===== src/hdl/jsu_pkg.sv =====
`timescale 1ns / 1ps
`default_nettype none

package jsu_pkg;

	localparam int PhaseW = 3;
	localparam logic [PhaseW-1:0] PH_PLAIN    = 3'd0;
	localparam logic [PhaseW-1:0] PH_ESC      = 3'd1;
	localparam logic [PhaseW-1:0] PH_HEX1     = 3'd2;
	localparam logic [PhaseW-1:0] PH_BSL      = 3'd3;
	localparam logic [PhaseW-1:0] PH_LETTER_U = 3'd4;
	localparam logic [PhaseW-1:0] PH_HEX2     = 3'd5;
	localparam logic [PhaseW-1:0] PH_SKIP     = 3'd6;

	localparam logic [2:0] ST_BYTE     = 3'd0;
	localparam logic [2:0] ST_DONE     = 3'd1;
	localparam logic [2:0] ST_CONTROL  = 3'd2;
	localparam logic [2:0] ST_BAD_ESC  = 3'd3;
	localparam logic [2:0] ST_BAD_HEX  = 3'd4;
	localparam logic [2:0] ST_BAD_SURR = 3'd5;
	localparam logic [2:0] ST_UNTERM   = 3'd6;

	localparam logic [7:0] CH_QUOTE = 8'h22;
	localparam logic [7:0] CH_BSL   = 8'h5C;
	localparam logic [7:0] CH_SLASH = 8'h2F;
	localparam logic [7:0] CH_B     = 8'h62;
	localparam logic [7:0] CH_F     = 8'h66;
	localparam logic [7:0] CH_N     = 8'h6E;
	localparam logic [7:0] CH_R     = 8'h72;
	localparam logic [7:0] CH_T     = 8'h74;
	localparam logic [7:0] CH_U     = 8'h75;

	localparam logic [15:0] SURR_HI_LO = 16'hD800;
	localparam logic [15:0] SURR_LO_LO = 16'hDC00;
	localparam logic [15:0] SURR_LO_HI = 16'hDFFF;
	localparam logic [10:0] PLANE1_HI  = 11'h040;

	localparam logic [7:0] UTF_CONT = 8'h80;
	localparam logic [7:0] UTF_LEAD2 = 8'hC0;
	localparam logic [7:0] UTF_LEAD3 = 8'hE0;
	localparam logic [7:0] UTF_LEAD4 = 8'hF0;

	typedef struct packed {
		logic [2:0]      nb;
		logic [3:0][7:0] bytes;
	} utf8_t;

	typedef struct packed {
		logic       ok;
		logic [3:0] val;
	} hexd_t;

	function automatic hexd_t hex_digit(input logic [7:0] b);
		hexd_t r;
		r.ok  = 1'b1;
		r.val = 4'd0;
		if (b inside {[8'h30:8'h39]}) begin
			r.val = b[3:0];
		end else if (b inside {[8'h41:8'h46], [8'h61:8'h66]}) begin
			r.val = b[3:0] + 4'd9;
		end else begin
			r.ok = 1'b0;
		end
		return r;
	endfunction

	function automatic utf8_t utf8_enc(input logic [20:0] cp);
		utf8_t r;
		r.bytes = '0;
		if (cp < 21'h80) begin
			r.nb       = 3'd1;
			r.bytes[0] = cp[7:0];
		end else if (cp < 21'h800) begin
			r.nb       = 3'd2;
			r.bytes[0] = UTF_LEAD2 | {3'b0, cp[10:6]};
			r.bytes[1] = UTF_CONT | {2'b0, cp[5:0]};
		end else if (cp < 21'h10000) begin
			r.nb       = 3'd3;
			r.bytes[0] = UTF_LEAD3 | {4'b0, cp[15:12]};
			r.bytes[1] = UTF_CONT | {2'b0, cp[11:6]};
			r.bytes[2] = UTF_CONT | {2'b0, cp[5:0]};
		end else begin
			r.nb       = 3'd4;
			r.bytes[0] = UTF_LEAD4 | {5'b0, cp[20:18]};
			r.bytes[1] = UTF_CONT | {2'b0, cp[17:12]};
			r.bytes[2] = UTF_CONT | {2'b0, cp[11:6]};
			r.bytes[3] = UTF_CONT | {2'b0, cp[5:0]};
		end
		return r;
	endfunction

endpackage

`default_nettype wire


===== src/hdl/json_string_unescaper_top.sv =====
`timescale 1ns / 1ps
`default_nettype none

// JSON string body unescaper. Feed the bytes after the opening quote on the s_ side,
// one byte a word, tlast marking the last byte of the text. Plain bytes pass through,
// simple escapes and \uXXXX (with surrogate pairs) come out as UTF-8 bytes, and a
// closing quote or an error ends the string with a status word on tuser (0 byte,
// 1 done, 2 control, 3 bad escape, 4 bad hex, 5 bad surrogate, 6 unterminated).
// An input word is decoded in the cycle it is accepted and its results (none to
// five) are held in one result stage that sends one word a cycle while m_tready is
// high; the next input word is taken in the same cycle the last result of the
// previous one leaves, or at once if the stage is empty, so the single output port
// sets the pace; prefix bytes and hex digits that end no code point give no results.

module json_string_unescaper_top (
	input  wire logic       clk,
	input  wire logic       arst_n,
	input  wire logic       s_tvalid,
	output logic            s_tready,
	input  wire logic [7:0] s_tdata,  // [7:0] data_byte
	input  wire logic       s_tlast,  // text_ends
	output logic            m_tvalid,
	input  wire logic       m_tready,
	output logic      [7:0] m_tdata,  // [7:0] out_byte
	output logic      [2:0] m_tuser,  // [2:0] status
	output logic            m_tlast   // last result of the input word
);

	logic [jsu_pkg::PhaseW-1:0] phase_q, phase_d;
	logic [1:0]  hcnt_q, hcnt_d;
	logic [15:0] hval_q, hval_d;
	logic [9:0]  hhalf_q, hhalf_d;

	logic [2:0]      nres_s1, idx_s1, nb_s1;
	logic [3:0][7:0] bytes_s1;
	logic [2:0]      fin_s1;

	logic [2:0]      nb_d, fin_d, nres_d;
	logic [3:0][7:0] bytes_d;

	jsu_pkg::hexd_t  hd;
	jsu_pkg::utf8_t  enc;
	logic [15:0]     hnew;
	logic [20:0]     cp;
	logic            emit;
	logic            accept, pop, last_pop;

	assign hd   = jsu_pkg::hex_digit(s_tdata);
	assign hnew = {hval_q[11:0], hd.val};
	assign cp   = (phase_q == jsu_pkg::PH_HEX2)
		? {{1'b0, hhalf_q} + jsu_pkg::PLANE1_HI, hnew[9:0]} : {5'b0, hnew};
	assign enc  = jsu_pkg::utf8_enc(cp);

	always_comb begin
		phase_d = phase_q;
		hcnt_d  = hcnt_q;
		hval_d  = hval_q;
		hhalf_d = hhalf_q;
		nb_d    = 3'd0;
		bytes_d = '0;
		fin_d   = jsu_pkg::ST_BYTE;
		emit    = 1'b0;
		case (phase_q)
			jsu_pkg::PH_SKIP: begin
			end
			jsu_pkg::PH_ESC: begin
				phase_d = jsu_pkg::PH_PLAIN;
				nb_d    = 3'd1;
				case (s_tdata)
					jsu_pkg::CH_QUOTE: bytes_d[0] = jsu_pkg::CH_QUOTE;
					jsu_pkg::CH_BSL:   bytes_d[0] = jsu_pkg::CH_BSL;
					jsu_pkg::CH_SLASH: bytes_d[0] = jsu_pkg::CH_SLASH;
					jsu_pkg::CH_B:     bytes_d[0] = 8'h08;
					jsu_pkg::CH_F:     bytes_d[0] = 8'h0C;
					jsu_pkg::CH_N:     bytes_d[0] = 8'h0A;
					jsu_pkg::CH_R:     bytes_d[0] = 8'h0D;
					jsu_pkg::CH_T:     bytes_d[0] = 8'h09;
					jsu_pkg::CH_U: begin
						nb_d    = 3'd0;
						phase_d = jsu_pkg::PH_HEX1;
						hcnt_d  = 2'd0;
						hval_d  = 16'd0;
					end
					default: begin
						nb_d    = 3'd0;
						phase_d = phase_q;
						fin_d   = jsu_pkg::ST_BAD_ESC;
					end
				endcase
			end
			jsu_pkg::PH_HEX1, jsu_pkg::PH_HEX2: begin
				if (!hd.ok) begin
					fin_d = jsu_pkg::ST_BAD_HEX;
				end else begin
					hval_d = hnew;
					if (hcnt_q != 2'd3) begin
						hcnt_d = hcnt_q + 2'd1;
					end else begin
						hcnt_d = 2'd0;
						if (phase_q == jsu_pkg::PH_HEX1) begin
							if (hnew inside {[jsu_pkg::SURR_HI_LO:
									jsu_pkg::SURR_LO_LO - 16'd1]}) begin
								hhalf_d = hnew[9:0];
								phase_d = jsu_pkg::PH_BSL;
							end else if (hnew inside {[jsu_pkg::SURR_LO_LO:
									jsu_pkg::SURR_LO_HI]}) begin
								fin_d = jsu_pkg::ST_BAD_SURR;
							end else begin
								emit    = 1'b1;
								phase_d = jsu_pkg::PH_PLAIN;
							end
						end else begin
							if (hnew inside {[jsu_pkg::SURR_LO_LO:
									jsu_pkg::SURR_LO_HI]}) begin
								emit    = 1'b1;
								phase_d = jsu_pkg::PH_PLAIN;
							end else begin
								fin_d = jsu_pkg::ST_BAD_SURR;
							end
						end
					end
				end
			end
			jsu_pkg::PH_BSL: begin
				if (s_tdata == jsu_pkg::CH_BSL) begin
					phase_d = jsu_pkg::PH_LETTER_U;
				end else begin
					fin_d = jsu_pkg::ST_BAD_SURR;
				end
			end
			jsu_pkg::PH_LETTER_U: begin
				if (s_tdata == jsu_pkg::CH_U) begin
					phase_d = jsu_pkg::PH_HEX2;
					hcnt_d  = 2'd0;
					hval_d  = 16'd0;
				end else begin
					fin_d = jsu_pkg::ST_BAD_SURR;
				end
			end
			default: begin
				if (s_tdata < 8'h20) begin
					fin_d = jsu_pkg::ST_CONTROL;
				end else if (s_tdata == jsu_pkg::CH_QUOTE) begin
					fin_d = jsu_pkg::ST_DONE;
				end else if (s_tdata == jsu_pkg::CH_BSL) begin
					phase_d = jsu_pkg::PH_ESC;
				end else begin
					nb_d       = 3'd1;
					bytes_d[0] = s_tdata;
				end
			end
		endcase

		if (emit) begin
			nb_d    = enc.nb;
			bytes_d = enc.bytes;
		end

		// skip phase ignores end-of-text handling apart from leaving the skip
		if (phase_q == jsu_pkg::PH_SKIP) begin
			if (s_tlast) begin
				phase_d = jsu_pkg::PH_PLAIN;
			end
		end else if (fin_d != jsu_pkg::ST_BYTE || s_tlast) begin
			if (fin_d == jsu_pkg::ST_BYTE) begin
				fin_d = jsu_pkg::ST_UNTERM;
			end
			phase_d = s_tlast ? jsu_pkg::PH_PLAIN : jsu_pkg::PH_SKIP;
			hcnt_d  = 2'd0;
			hval_d  = 16'd0;
			hhalf_d = 10'd0;
		end
	end

	assign nres_d = nb_d + {2'b0, fin_d != jsu_pkg::ST_BYTE};

	assign m_tvalid = nres_s1 != 3'd0;
	assign pop      = m_tvalid && m_tready;
	assign last_pop = pop && (idx_s1 == nres_s1 - 3'd1);
	assign s_tready = !m_tvalid || last_pop;
	assign accept   = s_tvalid && s_tready;

	assign m_tdata = (idx_s1 < nb_s1) ? bytes_s1[idx_s1[1:0]] : 8'h00;
	assign m_tuser = (idx_s1 < nb_s1) ? jsu_pkg::ST_BYTE : fin_s1;
	assign m_tlast = idx_s1 == nres_s1 - 3'd1;

	always_ff @(posedge clk or negedge arst_n) begin
		if (!arst_n) begin
			phase_q <= jsu_pkg::PH_PLAIN;
			hcnt_q  <= 2'd0;
			hval_q  <= 16'd0;
			hhalf_q <= 10'd0;
			nres_s1 <= 3'd0;
			idx_s1  <= 3'd0;
		end else begin
			if (accept) begin
				phase_q <= phase_d;
				hcnt_q  <= hcnt_d;
				hval_q  <= hval_d;
				hhalf_q <= hhalf_d;
				nres_s1 <= nres_d;
				idx_s1  <= 3'd0;
			end else if (last_pop) begin
				nres_s1 <= 3'd0;
				idx_s1  <= 3'd0;
			end else if (pop) begin
				idx_s1 <= idx_s1 + 3'd1;
			end
		end
	end

	always_ff @(posedge clk) begin
		if (accept) begin
			nb_s1    <= nb_d;
			bytes_s1 <= bytes_d;
			fin_s1   <= fin_d;
		end
	end

	a_idx_in_range: assert property (@(posedge clk) disable iff (!arst_n)
		m_tvalid |-> idx_s1 < nres_s1)
		else $error("result index beyond count");

	a_status_last: assert property (@(posedge clk) disable iff (!arst_n)
		(m_tvalid && m_tuser != jsu_pkg::ST_BYTE) |-> (m_tlast && m_tdata == 8'h00))
		else $error("status word not last or carries data");

	a_hold: assert property (@(posedge clk) disable iff (!arst_n)
		(m_tvalid && !m_tready) |=> (m_tvalid && $stable(idx_s1)))
		else $error("stalled result moved");

	a_ready_when_empty: assert property (@(posedge clk) disable iff (!arst_n)
		!m_tvalid |-> s_tready)
		else $error("input stalled with empty result stage");

endmodule

`default_nettype wire

===== config.mk =====
export PLATFORM = sky130hd
export DESIGN_NAME = json_string_unescaper_top
export DESIGN_NICKNAME = d
export VERILOG_FILES = /design/src/hdl/jsu_pkg.sv /design/src/hdl/json_string_unescaper_top.sv
export SDC_FILE = /design/constraint.sdc
export NUM_CORES = 1
export LEC_CHECK = 0
export BUFFER_PORTS_ARGS = -buffer_cell sky130_fd_sc_hd__buf_2
export CORE_ASPECT_RATIO = 0.8
export CORE_UTILIZATION = 50
export DETAILED_ROUTE_END_ITERATION = 12
export PLACE_DENSITY = 0.68
export SYNTH_ARGS = -nofsm -noshare
export SYNTH_HDL_FRONTEND = slang
export SYNTH_SLANG_ARGS = --single-unit

===== constraint.sdc =====
create_clock -name clk -period 5.4 [get_ports clk]
set_input_delay 0.27 -clock clk [delete_from_list [all_inputs] [get_ports clk]]
set_output_delay 0.27 -clock clk [all_outputs]
set_load 0.03 [all_outputs]

# Yosys cells after proc, flatten, opt, wreduce, memory -nomap -nowiden
# Index checks and enable logic that the tools add are counted.
# W data, S select, Z words.
classes:
  n_addsub: 6
  multipliers: 0
  div_mod_pow: 0
  magnitude_cmp: 16
  eq_ne: 17
  shifts: 0
  n_mux: 90
  bitwise: 1
  reduce_logical: 26
op_table:
  columns: ["op", "n"]
  rows:
  - ["$mux W3", 36]
  - ["$mux W16", 5]
  - ["$mux W10", 7]
  - ["$mux W8", 8]
  - ["$eq A8 B7 Y1 const B", 7]
  - ["$pmux W7 S8", 1]
  - ["$ge A16 B16 Y1 const B", 2]
  - ["$le A16 B16 Y1 const B", 2]
  - ["$pmux W16 S2", 1]
  - ["$pmux W3 S5", 2]
  - ["$mux W22", 1]
  - ["$lt A21 B12 Y1 const B", 1]
  - ["$lt A21 B17 Y1 const B", 1]
  - ["$lt A21 B8 Y1 const B", 1]
  - ["$mux W21", 1]
  - ["$bmux W8 S2", 1]
  - ["$eq A8 B6 Y1 const B", 2]
  - ["$ge A8 B7 Y1 const B", 2]
  - ["$le A8 B7 Y1 const B", 2]
  - ["$pmux W8 S2", 1]
  - ["$mux W1", 14]
  - ["$mux W2", 7]
  - ["$reduce_bool A3 Y1", 4]
  - ["$add A10 B7 Y11 const B", 1]
  - ["31 further kinds", 46]
word_totals:
  register_bits: 75
  latch_bits: 0
  ram_bits: 0
  mem_bits_ro: 0
  memories: 0

# Depth between registers and ports, before layout
# Gate-level depths: netlist of run 1.
logic_depth:
  ltp_word: 20
  mapped_depth: 13

# Worst setup path before layout of run 1
# No wires, ideal clock.
synth_path:
  path_kind: "register to register"
  start: "register nres_s1[0]"
  end: "register hval_q[11]"
  t_arrival_ps: 4005
  slack_ps: 1274
  path_stages_with_launch: 12
  period_less_slack_ps: 4126
  cell_sequence: "dfrtp_1 > inv_1 > ha_1 > ha_1 > xnor2_1 > nor3_1 > a21o_1 > nand2_1 > inv_1 > o41ai_4 > buf_6 > a22o_1"
synth_via:
  elab_chain_len: 5
  word_cells_on_any_way: 8
  cone_classes: "1 x add/sub; 1 x eq/ne; 6 x reduce/logical"
synth_rtl:
  columns: ["element", "line", "text"]
  rows:
  - ["start: declaration", "json_string_unescaper_top.sv:34", "logic [2:0] nres_s1, idx_s1, nb_s1;"]
  - ["start signal: assignment", "json_string_unescaper_top.sv:201", "nres_s1 <= nres_d;"]
  - ["$sub A3 B1 Y3", null, null]
  - ["$eq A3 B3 Y1", null, null]
  - ["via m_tlast", "json_string_unescaper_top.sv:26", "output logic m_tlast"]
  - ["$logic_and A1 B1 Y1", "json_string_unescaper_top.sv:179", "assign last_pop = pop && (idx_s1 == nres_s1 - 3'd1);"]
  - ["$logic_or A1 B1 Y1", "json_string_unescaper_top.sv:180", "assign s_tready = !m_tvalid || last_pop;"]
  - ["via s_tready", "json_string_unescaper_top.sv:19", "output logic s_tready,"]
  - ["$logic_and A1 B1 Y1", "json_string_unescaper_top.sv:181", "assign accept = s_tvalid && s_tready;"]
  - ["via accept", "json_string_unescaper_top.sv:46", "logic accept, pop, last_pop;"]
  - ["end signal: assignment", "json_string_unescaper_top.sv:199", "hval_q <= hval_d;"]
  - ["end: declaration", "json_string_unescaper_top.sv:31", "logic [15:0] hval_q, hval_d;"]
# The timed path passes the listed nets, and every way through them passes these cells.
# A chain may end at the register's enable or synchronous reset.

# Worst setup path in the final report of run 1
layout_path:
  start: "input s_tdata[0]"
  end: "register nres_s1[1]"
layout_via:
  word_cells_on_any_way: 74
  cone_classes: "2 x add/sub; 14 x order compare; 9 x eq/ne; 37 x mux; 12 x reduce/logical"
layout_lines:
  columns: ["element", "line", "text"]
  rows:
  - ["start: declaration", "json_string_unescaper_top.sv:20", "input wire logic [7:0] s_tdata,"]
  - ["$ge A8 B7 Y1 or $le A8 B7 Y1 (tied branches)", "jsu_pkg.sv:59", "end else if (b inside {[8'h41:8'h46], [8'h61:8'h66]}) begin"]
  - ["$logic_and A1 B1 Y1", "jsu_pkg.sv:59", null]
  - ["$reduce_bool A2 Y1", "jsu_pkg.sv:59", null]
  - ["$mux W4", "jsu_pkg.sv:59", null]
  - ["$mux W4", "jsu_pkg.sv:57", "if (b inside {[8'h30:8'h39]}) begin"]
  - ["$ge A16 B16 Y1 or $le A16 B16 Y1 (tied branches)", "json_string_unescaper_top.sv:105, json_string_unescaper_top.sv:113", null]
  - ["$logic_and A1 B1 Y1", "json_string_unescaper_top.sv:105, json_string_unescaper_top.sv:113", null]
  - ["$mux W1", "json_string_unescaper_top.sv:105", "end else if (hnew inside {[jsu_pkg::SURR_LO_LO:"]
  - ["$mux W1", "json_string_unescaper_top.sv:101", "if (hnew inside {[jsu_pkg::SURR_HI_LO:"]
  - ["$mux W1", "json_string_unescaper_top.sv:100", "if (phase_q == jsu_pkg::PH_HEX1) begin"]
  - ["$mux W1", "json_string_unescaper_top.sv:96", "if (hcnt_q != 2'd3) begin"]
  - ["$mux W1", "json_string_unescaper_top.sv:92", "if (!hd.ok) begin"]
  - ["$mux W1", "json_string_unescaper_top.sv:63", "case (phase_q)"]
  - ["$mux W3 *", "json_string_unescaper_top.sv:154", "if (emit) begin"]
  - ["via nb_d[0]", "json_string_unescaper_top.sv:38", "logic [2:0] nb_d, fin_d, nres_d;"]
  - ["$add A3 B1 Y3 *", "json_string_unescaper_top.sv:175", "assign nres_d = nb_d + {2'b0, fin_d != jsu_pkg::ST_BYTE};"]
  - ["$mux W3 *", "json_string_unescaper_top.sv:196", "if (accept) begin"]
# Mark *: on every way through the listed nets, which the timed path passes. The rest lies on a longest branch.

==> results of run 1 <==
layer usage:
layer	global-route usage (%)	up-vias	wire length, µm	share of wire [%]
met3	4.07	21	896	8.3
met1	38.2	1765	5080	47
met2	36.8	207	4600	43
met4	8.46	0	222	2.1
li1	-	1672	-	-
met5	0	-	0	0
Yosys cell counts, types with 3 or more instances:
| master | count | share of area [%] |
|---|---|---|
| ha_1 | 13 | 3.8 |
| o21bai_1 | 4 | 0.70 |
| nor2_1 | 36 | 3.1 |
| o31ai_1 | 7 | 1.2 |
| a22o_2 | 4 | 0.93 |
| a22o_1 | 24 | 4.9 |
| and2_1 | 6 | 0.87 |
| o211ai_1 | 3 | 0.52 |
| or3b_2 | 3 | 0.61 |
| nand2_1 | 34 | 3.0 |
| or2_2 | 4 | 0.58 |
| dfrtp_1 | 33 | 19 |
| nand2b_1 | 4 | 0.58 |
| a221oi_1 | 5 | 1.0 |
| a211oi_1 | 4 | 0.70 |
| xnor2_1 | 7 | 1.4 |
| and3_1 | 4 | 0.58 |
| nor4_1 | 4 | 0.58 |
| nor3_1 | 16 | 1.9 |
| nor2b_1 | 10 | 1.4 |
| clkbuf_1 | 13 | 1.1 |
| edfxtp_1 | 35 | 24 |
| a21o_1 | 6 | 1.0 |
| buf_2 | 6 | 0.70 |
| or3_1 | 3 | 0.43 |
| o22ai_1 | 6 | 0.87 |
| a22oi_1 | 4 | 0.70 |
| a31oi_1 | 6 | 0.87 |
| inv_1 | 18 | 1.6 |
| mux4_2 | 7 | 3.7 |
| o21ai_0 | 13 | 1.5 |
| nor3b_1 | 4 | 0.70 |
| a21oi_1 | 23 | 2.7 |
| nand3_1 | 6 | 0.70 |
registers in the layout, summed over array words and instances, names as in the netlist:
signal,cells
hval_q,12
phase_q,3
nres_s1,3
idx_s1,3
fin_s1,3
hcnt_q,2
hhalf_q,10
nb_s1,3
bytes_s1,29
layout by cell type (no fill, tap or decap), types with 3 or more instances in the layout:
master / netlist / routed
nor2_1: 36 / 36
edfxtp_1: 35 / 35
nand2_1: 34 / 34
dfrtp_1: 33 / 33
buf_2: 6 / 26
a22o_1: 24 / 24
a21oi_1: 23 / 23
inv_1: 18 / 18
nor3_1: 16 / 16
o21ai_0: 13 / 13
ha_1: 13 / 13
clkbuf_8: 0 / 11
nor2b_1: 10 / 10
xnor2_1: 7 / 7
o31ai_1: 7 / 7
mux4_2: 7 / 7
and2_1: 6 / 6
a21o_1: 6 / 6
nand3_1: 6 / 6
a31oi_1: 6 / 6
o22ai_1: 6 / 6
a221oi_1: 5 / 5
and3_1: 4 / 4
or2_2: 4 / 4
o21bai_1: 4 / 4
nor4_1: 4 / 4
nor3b_1: 4 / 4
nand2b_1: 4 / 4
a22oi_1: 4 / 4
a211oi_1: 4 / 4
a22o_2: 4 / 4
or3b_2: 3 / 3
or3_1: 3 / 3
o211ai_1: 3 / 3
buf_4: 0 / 3
worst max-delay path, delay by kind of cell:
| kind | cells | cell delay [ns] |
|---|---|---|
| AO/OA/AOI/OAI | 6 | 1.96 |
| adder cells (fa/ha/maj) | 3 | 0.77 |
| buffers and inverters | 2 | 0.24 |
| AND/OR/NAND/NOR | 1 | 0.58 |
through the flow:
stage / area [µm²] / cells / power [mW] / hold WS, ns / util, %
floorplan: 4320 / 424 / 1.44 / -0.0256 / -
global placement: 4500 / 539 / 1.63 / 0.385 / 55.1
detailed placement: 4500 / 539 / 1.64 / 0.388 / 55.1
CTS: 4700 / 555 / 2.07 / 0.0260 / 57.6
global route: 4700 / 555 / 2.18 / 0.0686 / 57.6
finish: 4700 / 555 / 2.06 / 0.0160 / 57.6
worst min path at each step:
stage / cells past startpoint / end / slack [ns]
finish: 1 / phase_q[1]$_DFFE_PN0P_ / 0.02
CTS: 1 / phase_q[1]$_DFFE_PN0P_ / 0.03
detailed placement: 1 / phase_q[1]$_DFFE_PN0P_ / 0.39
global placement: 1 / phase_q[0]$_DFFE_PN0P_ / 0.39
floorplan: 0 / hcnt_q[0]$_DFFE_PN0P_ / -0.03
global route: 1 / phase_q[1]$_DFFE_PN0P_ / 0.07
final cells by class:
| class | count | area [µm²] | share of cell area (%) |
|---|---|---|---|
| Multi-Input combinational cell | 316 | 2270 | 48.2 |
| Sequential cell | 68 | 1880 | 39.9 |
| Clock buffer | 12 | 155 | 3.30 |
| Timing Repair Buffer | 29 | 153 | 3.24 |
| Tap cell | 108 | 135 | 2.87 |
| Inverter | 18 | 67.6 | 1.44 |
| Clock inverter | 4 | 47.5 | 1.01 |
power by group:
part	internal, mW	switching [mW]
clock	0.237	0.188
sequential	0.669	0.0956
combinational	0.325	0.543
total	1.23	0.827
cells by family after synthesis:
kind of cell	synth area share, %
AOI/OAI and AO/OA	23.7
xor gates and xnor gates	1.42
adders and majority gates	3.77
buffers and inverters	4.00
DFF	43.5
muxes	4.11
and+or+nand+nor	19.5
==> out/qor.yml, run 1 <==
grt:
  antenna_found_initial: 0
  track_usage_pct: 25.2
  grt_first_pass_wirelength_mm: 17.6
  grt_pass1_vias: 3315
  grt_max_degree: 35
  grt_overflow: 0
cells_and_area:
  areaGrowthSynthToFinish_pct: 8.92
  layout.nets: 468
  antenna_cells: 0
  drive_gt1_share_pct: 16.3
  nFillCells: 718
route:
  wl_per_cell_um: 19.5
  drc: 0
  dr_total_vias: 3665
  wirelength_mm: 10.8
  vias_per_cell: 6.60
  drtAntennaViolNets: 0
  drt-initial-drc-count: 347
  dr.pass1.iters: 5
placed_design:
  io_buffers: 26
  dpl.hpwl_mm: 7.82
  post-place-ws_ns: 1.53
  place_congestion: 0.925
logic_synthesis:
  syn_inst: 424
  ys_seq_area_share_pct: 43.5
  yosys_most_used_dff: "edfxtp_1"
  netlist_area_um2: 4320
  ys_warn_count: 0
  syn_nets: 450
  syn_avg_cell_area_um2: 10.2
  ys_seq_elements: 68
  synthArstFlopShare_pct: 48.5
  synth.distinct_cells: 71
  synth_edf_count: 35
clock_network:
  cts_setup_buffers: 0
  clock-sinks: 68
  ctsResizeCount: 0
  path_clk_slew_ns: 0.07
  clock_latency_ns: 0.34
  cts_tree: "done"
  cts_buffers: 9
  cts_root_buf: "clkbuf_8"
  clockBufferDepth: 2
  cts_hold_buf: 0
  htreeDepth: 3
flow_run:
  drv_cap: 0
timing:
  hold_violations: 0
  max_freq_ghz: 0.278
  finalWorstSetupSlack_ns: 1.81
  fin_tns_setup_ns: 0
  tightest_slew_ns: 1.04
  fin_crit_sh_pct: 66.5
  rsz0062_at_grt: "no"
  finalCriticalPeriod_ns: 3.59
  drv_slew: 0
  setup_viol: 0
  skew_ns: 0.00871
  slew_headroom_pct: 30.1
die:
  core-area_um2: 8160
  io_pins: 27
  die_h_um: 85.1
  die_w_um: 106
  start_util_pct: 52.9
  num_rows: 29
  dieArea_um2: 9020
setup_path:
  path_class: "in -> reg"
  cp-endpoint: "nres_s1[1]$_DFFE_PN0P_"
  timing.rr.end: "nres_s1[1]$_DFFE_PN0P_"
  worst_path_most_repeated_cell: "ha_1"
  rr_startpoint: "phase_q[1]$_DFFE_PN0P_"
  cp_slowest_cell: "nor2_1"
  cp-startpoint: "s_tdata[0]"
  worstPathMaxFanout: 11
  cpPeakStageDelay_ns: 0.58
  r2r_slack_ns: 1.93
  start_kind: "input port"
  end_kind: "flop"
  r2r_cells: 8
  worstPathArrival_ns: 3.82
  path_cells: "buf_2 > inv_1 > ha_1 > o21bai_1 > a21oi_1 > o21ai_1 > nor2_1 > o21ai_1 > o32a_1 > ha_1 > ha_1 > a22o_1"
  cp.required_ns: 5.63
hold_path:
  hold_path.class: "in -> async"
power_and_ir_drop:
  power.density_nw_per_um2: 437
  p_leak_nw: 1.92
  vdd_drop_max_mv: 0.323
run_status:
  status: "finished clean"
Note: power is estimated with default switching activity, not from simulation.
==> run 2, diff against run 1 <==
--- a/config.mk
+++ b/config.mk
@@ -9,7 +9,7 @@
 export CORE_ASPECT_RATIO = 0.8
 export CORE_UTILIZATION = 50
 export DETAILED_ROUTE_END_ITERATION = 12
-export PLACE_DENSITY = 0.68
+export PLACE_DENSITY = 0.7
 export SYNTH_ARGS = -nofsm -noshare
 export SYNTH_HDL_FRONTEND = slang
 export SYNTH_SLANG_ARGS = --single-unit
==> constraint.sdc (replaced) <==
create_clock -name clk -period 3.2 [get_ports clk]
set_input_delay 0.16 -clock clk [delete_from_list [all_inputs] [get_ports clk]]
set_output_delay 0.16 -clock clk [all_outputs]
set_load 0.03 [all_outputs]
==> out/qor.yml, run 2 (synthesis gave the netlist of run 1 again) <==
run_status:
  status: "finished clean"
setup_path:
  cp.required_ns: 3.42
  path_cells: "or3b_2 > a31oi_1 > o32a_1 > o21ai_2 > a211o_1 > or3_1 > ha_1 > ha_1 > xnor2_1 > o21ai_0"
  r2r_cells: 10
  path_class: "reg -> reg"
  worstPathMaxFanout: 15
  start_kind: "flop"
  r2r_slack_ns: 0.33
  cpPeakStageDelay_ns: 0.52
  crit_buf_inv: 0
  end_kind: "flop"
  crit_family: "simple AND/OR/NAND/NOR gates"
  timing.rr.end: "nres_s1[2]$_DFFE_PN0P_"
  worstPathArrival_ns: 3.09
  worst_path_most_repeated_cell: "ha_1"
  cp_slowest_cell: "dfrtp_1"
  rr_startpoint: "phase_q[2]$_DFFE_PN0P_"
route:
  drc: 0
  wirelength_mm: 11.4
  drt-initial-drc-count: 536
  vias_per_cell: 6.39
  drtAntennaViolNets: 0
  dr.pass1.iters: 6
  dr_total_vias: 3694
  wl_per_cell_um: 19.8
grt:
  grt_max_degree: 34
  grt_overflow: 0
  antenna_found_initial: 0
  grt_pass1_vias: 3469
  grt_first_pass_wirelength_mm: 18.7
  track_usage_pct: 27.2
timing:
  setup_viol: 0
  fin_tns_setup_ns: 0
  slew_headroom_pct: 47.9
  drv_slew: 0
  rsz0062_at_grt: "no"
  tightest_slew_ns: 0.781
  skew_ns: 0.0102
  max_freq_ghz: 0.349
  fin_crit_sh_pct: 89.6
  finalCriticalPeriod_ns: 2.87
  hold_violations: 0
hold_path:
  hold_start: "s_tlast"
  whs_path_depth: 2
  hold_path.class: "in -> reg"
  worstHoldEndpoint: "phase_q[1]$_DFFE_PN0P_"
cells_and_area:
  final_common_cell: "nor2_1"
  antenna_cells: 0
  drive_gt1_share_pct: 21.3
  regMostFlops: "bytes_s1"
  reg_top3: "bytes_s1: 29 flops, hval_q: 12 flops, hhalf_q: 10 flops"
  areaGrowthSynthToFinish_pct: 13.8
  largest_register_ff_count: 29
  mostFrequentLayoutCells: "36 x nor2_1, 35 x edfxtp_1, 34 x nand2_1, 33 x dfrtp_1, 26 x buf_2"
  layout.nets: 491
die:
  num_rows: 29
  start_util_pct: 52.9
  core-area_um2: 8160
  io_pins: 27
  dieArea_um2: 9020
  die_h_um: 85.1
  die_w_um: 106
clock_network:
  path_clk_slew_ns: 0.08
  htreeDepth: 3
  cts_buffers: 9
  clockBufferDepth: 2
  clock_latency_ns: 0.35
  cts_root_buf: "clkbuf_8"
  cts_tree: "done"
  clock-sinks: 68
  cts_setup_buffers: 0
power_and_ir_drop:
  power.density_nw_per_um2: 744
  vdd_drop_max_mv: 0.579
  p_leak_nw: 2.04
  power.total_mw: 3.65
placed_design:
  place_congestion: 0.966
  io_buffers: 26
  dpl.hpwl_mm: 8.40
flow_run:
  drv_cap: 0
-- run 2: changes by cell type in the layout (fill, tap and decap cells not counted), sizes merged --
cell	before	now
buf	29	51
clkbuf	12	9
clkinv	2	4
bufinv	1	2
clkinvlp	1	2
dlygate4sd3	0	1
inv	18	17
-- run 2: metrics by stage --
step	util (%)	setup WS, ns	area, µm²	instances	hold WS, ns
final	60.2	0.332	4910	578	0.0699
after global placement	57.4	0.221	4680	561	0.268
after floorplan	-	0.0346	4340	424	-0.136
after global routing	60.2	0.153	4910	578	0.0764
after CTS	60.1	0.232	4910	578	0.0616
after detailed placement	57.4	0.146	4680	561	0.269
-- run 2: worst max path at each step --
stage / start / end / slack (ns) / cells after the start
3_3_place_gp: s_tdata[0] / nres_s1[1]$_DFFE_PN0P_ / 0.22 / 12
3_5_place_dp: s_tdata[0] / nres_s1[2]$_DFFE_PN0P_ / 0.15 / 13
4_1_cts: phase_q[0]$_DFFE_PN0P_ / nres_s1[1]$_DFFE_PN0P_ / 0.23 / 9
6_report: phase_q[2]$_DFFE_PN0P_ / nres_s1[2]$_DFFE_PN0P_ / 0.33 / 10
2_1_floorplan: nres_s1[0]$_DFFE_PN0P_ / hval_q[11]$_DFFE_PN0P_ / 0.03 / 11
5_1_grt: phase_q[2]$_DFFE_PN0P_ / nres_s1[2]$_DFFE_PN0P_ / 0.15 / 10
-- run 2: metal layers --
| layer | global-route usage [%] | routed length (µm) | up-vias |
|---|---|---|---|
| met5 | 0 | 0 | - |
| met4 | 8.08 | 188 | 0 |
| met3 | 5.38 | 831 | 17 |
| met2 | 41.5 | 5120 | 168 |
| met1 | 39.4 | 5300 | 1786 |
| li1 | - | - | 1723 |
-- run 2: timing repair --
action | 4_1_cts | 5_1_grt
hold endpoints to repair | 33 | 0
endpoints found under the setup margin | 0 | 2
hold buffers | 1 | 0
resized for setup | 0 | 1
-- run 2: layout make-up --
class | instances | area [µm²]
Sequential cell | 68 | 1880
Clock inverter | 7 | 91.3
Clock buffer | 9 | 124
Tap cell | 108 | 135
Timing Repair Buffer | 52 | 328
Multi-Input combinational cell | 316 | 2290
Inverter | 18 | 71.3
Fill cell | 700 | 3250
-- run 2: power breakdown --
part	internal, mW	switching [mW]
clock	0.436	0.334
sequential	1.13	0.0881
combinational	0.620	1.05
-- run 2: worst register-to-register path: cells and delay by family (launching register included) --
family	cells	cell delay, ns
and+or+nand+nor	2	0.87
AOI/OAI and AO/OA	5	0.80
DFF	1	0.52
xor gates and xnor gates	1	0.17
adders and majority gates	2	0.38
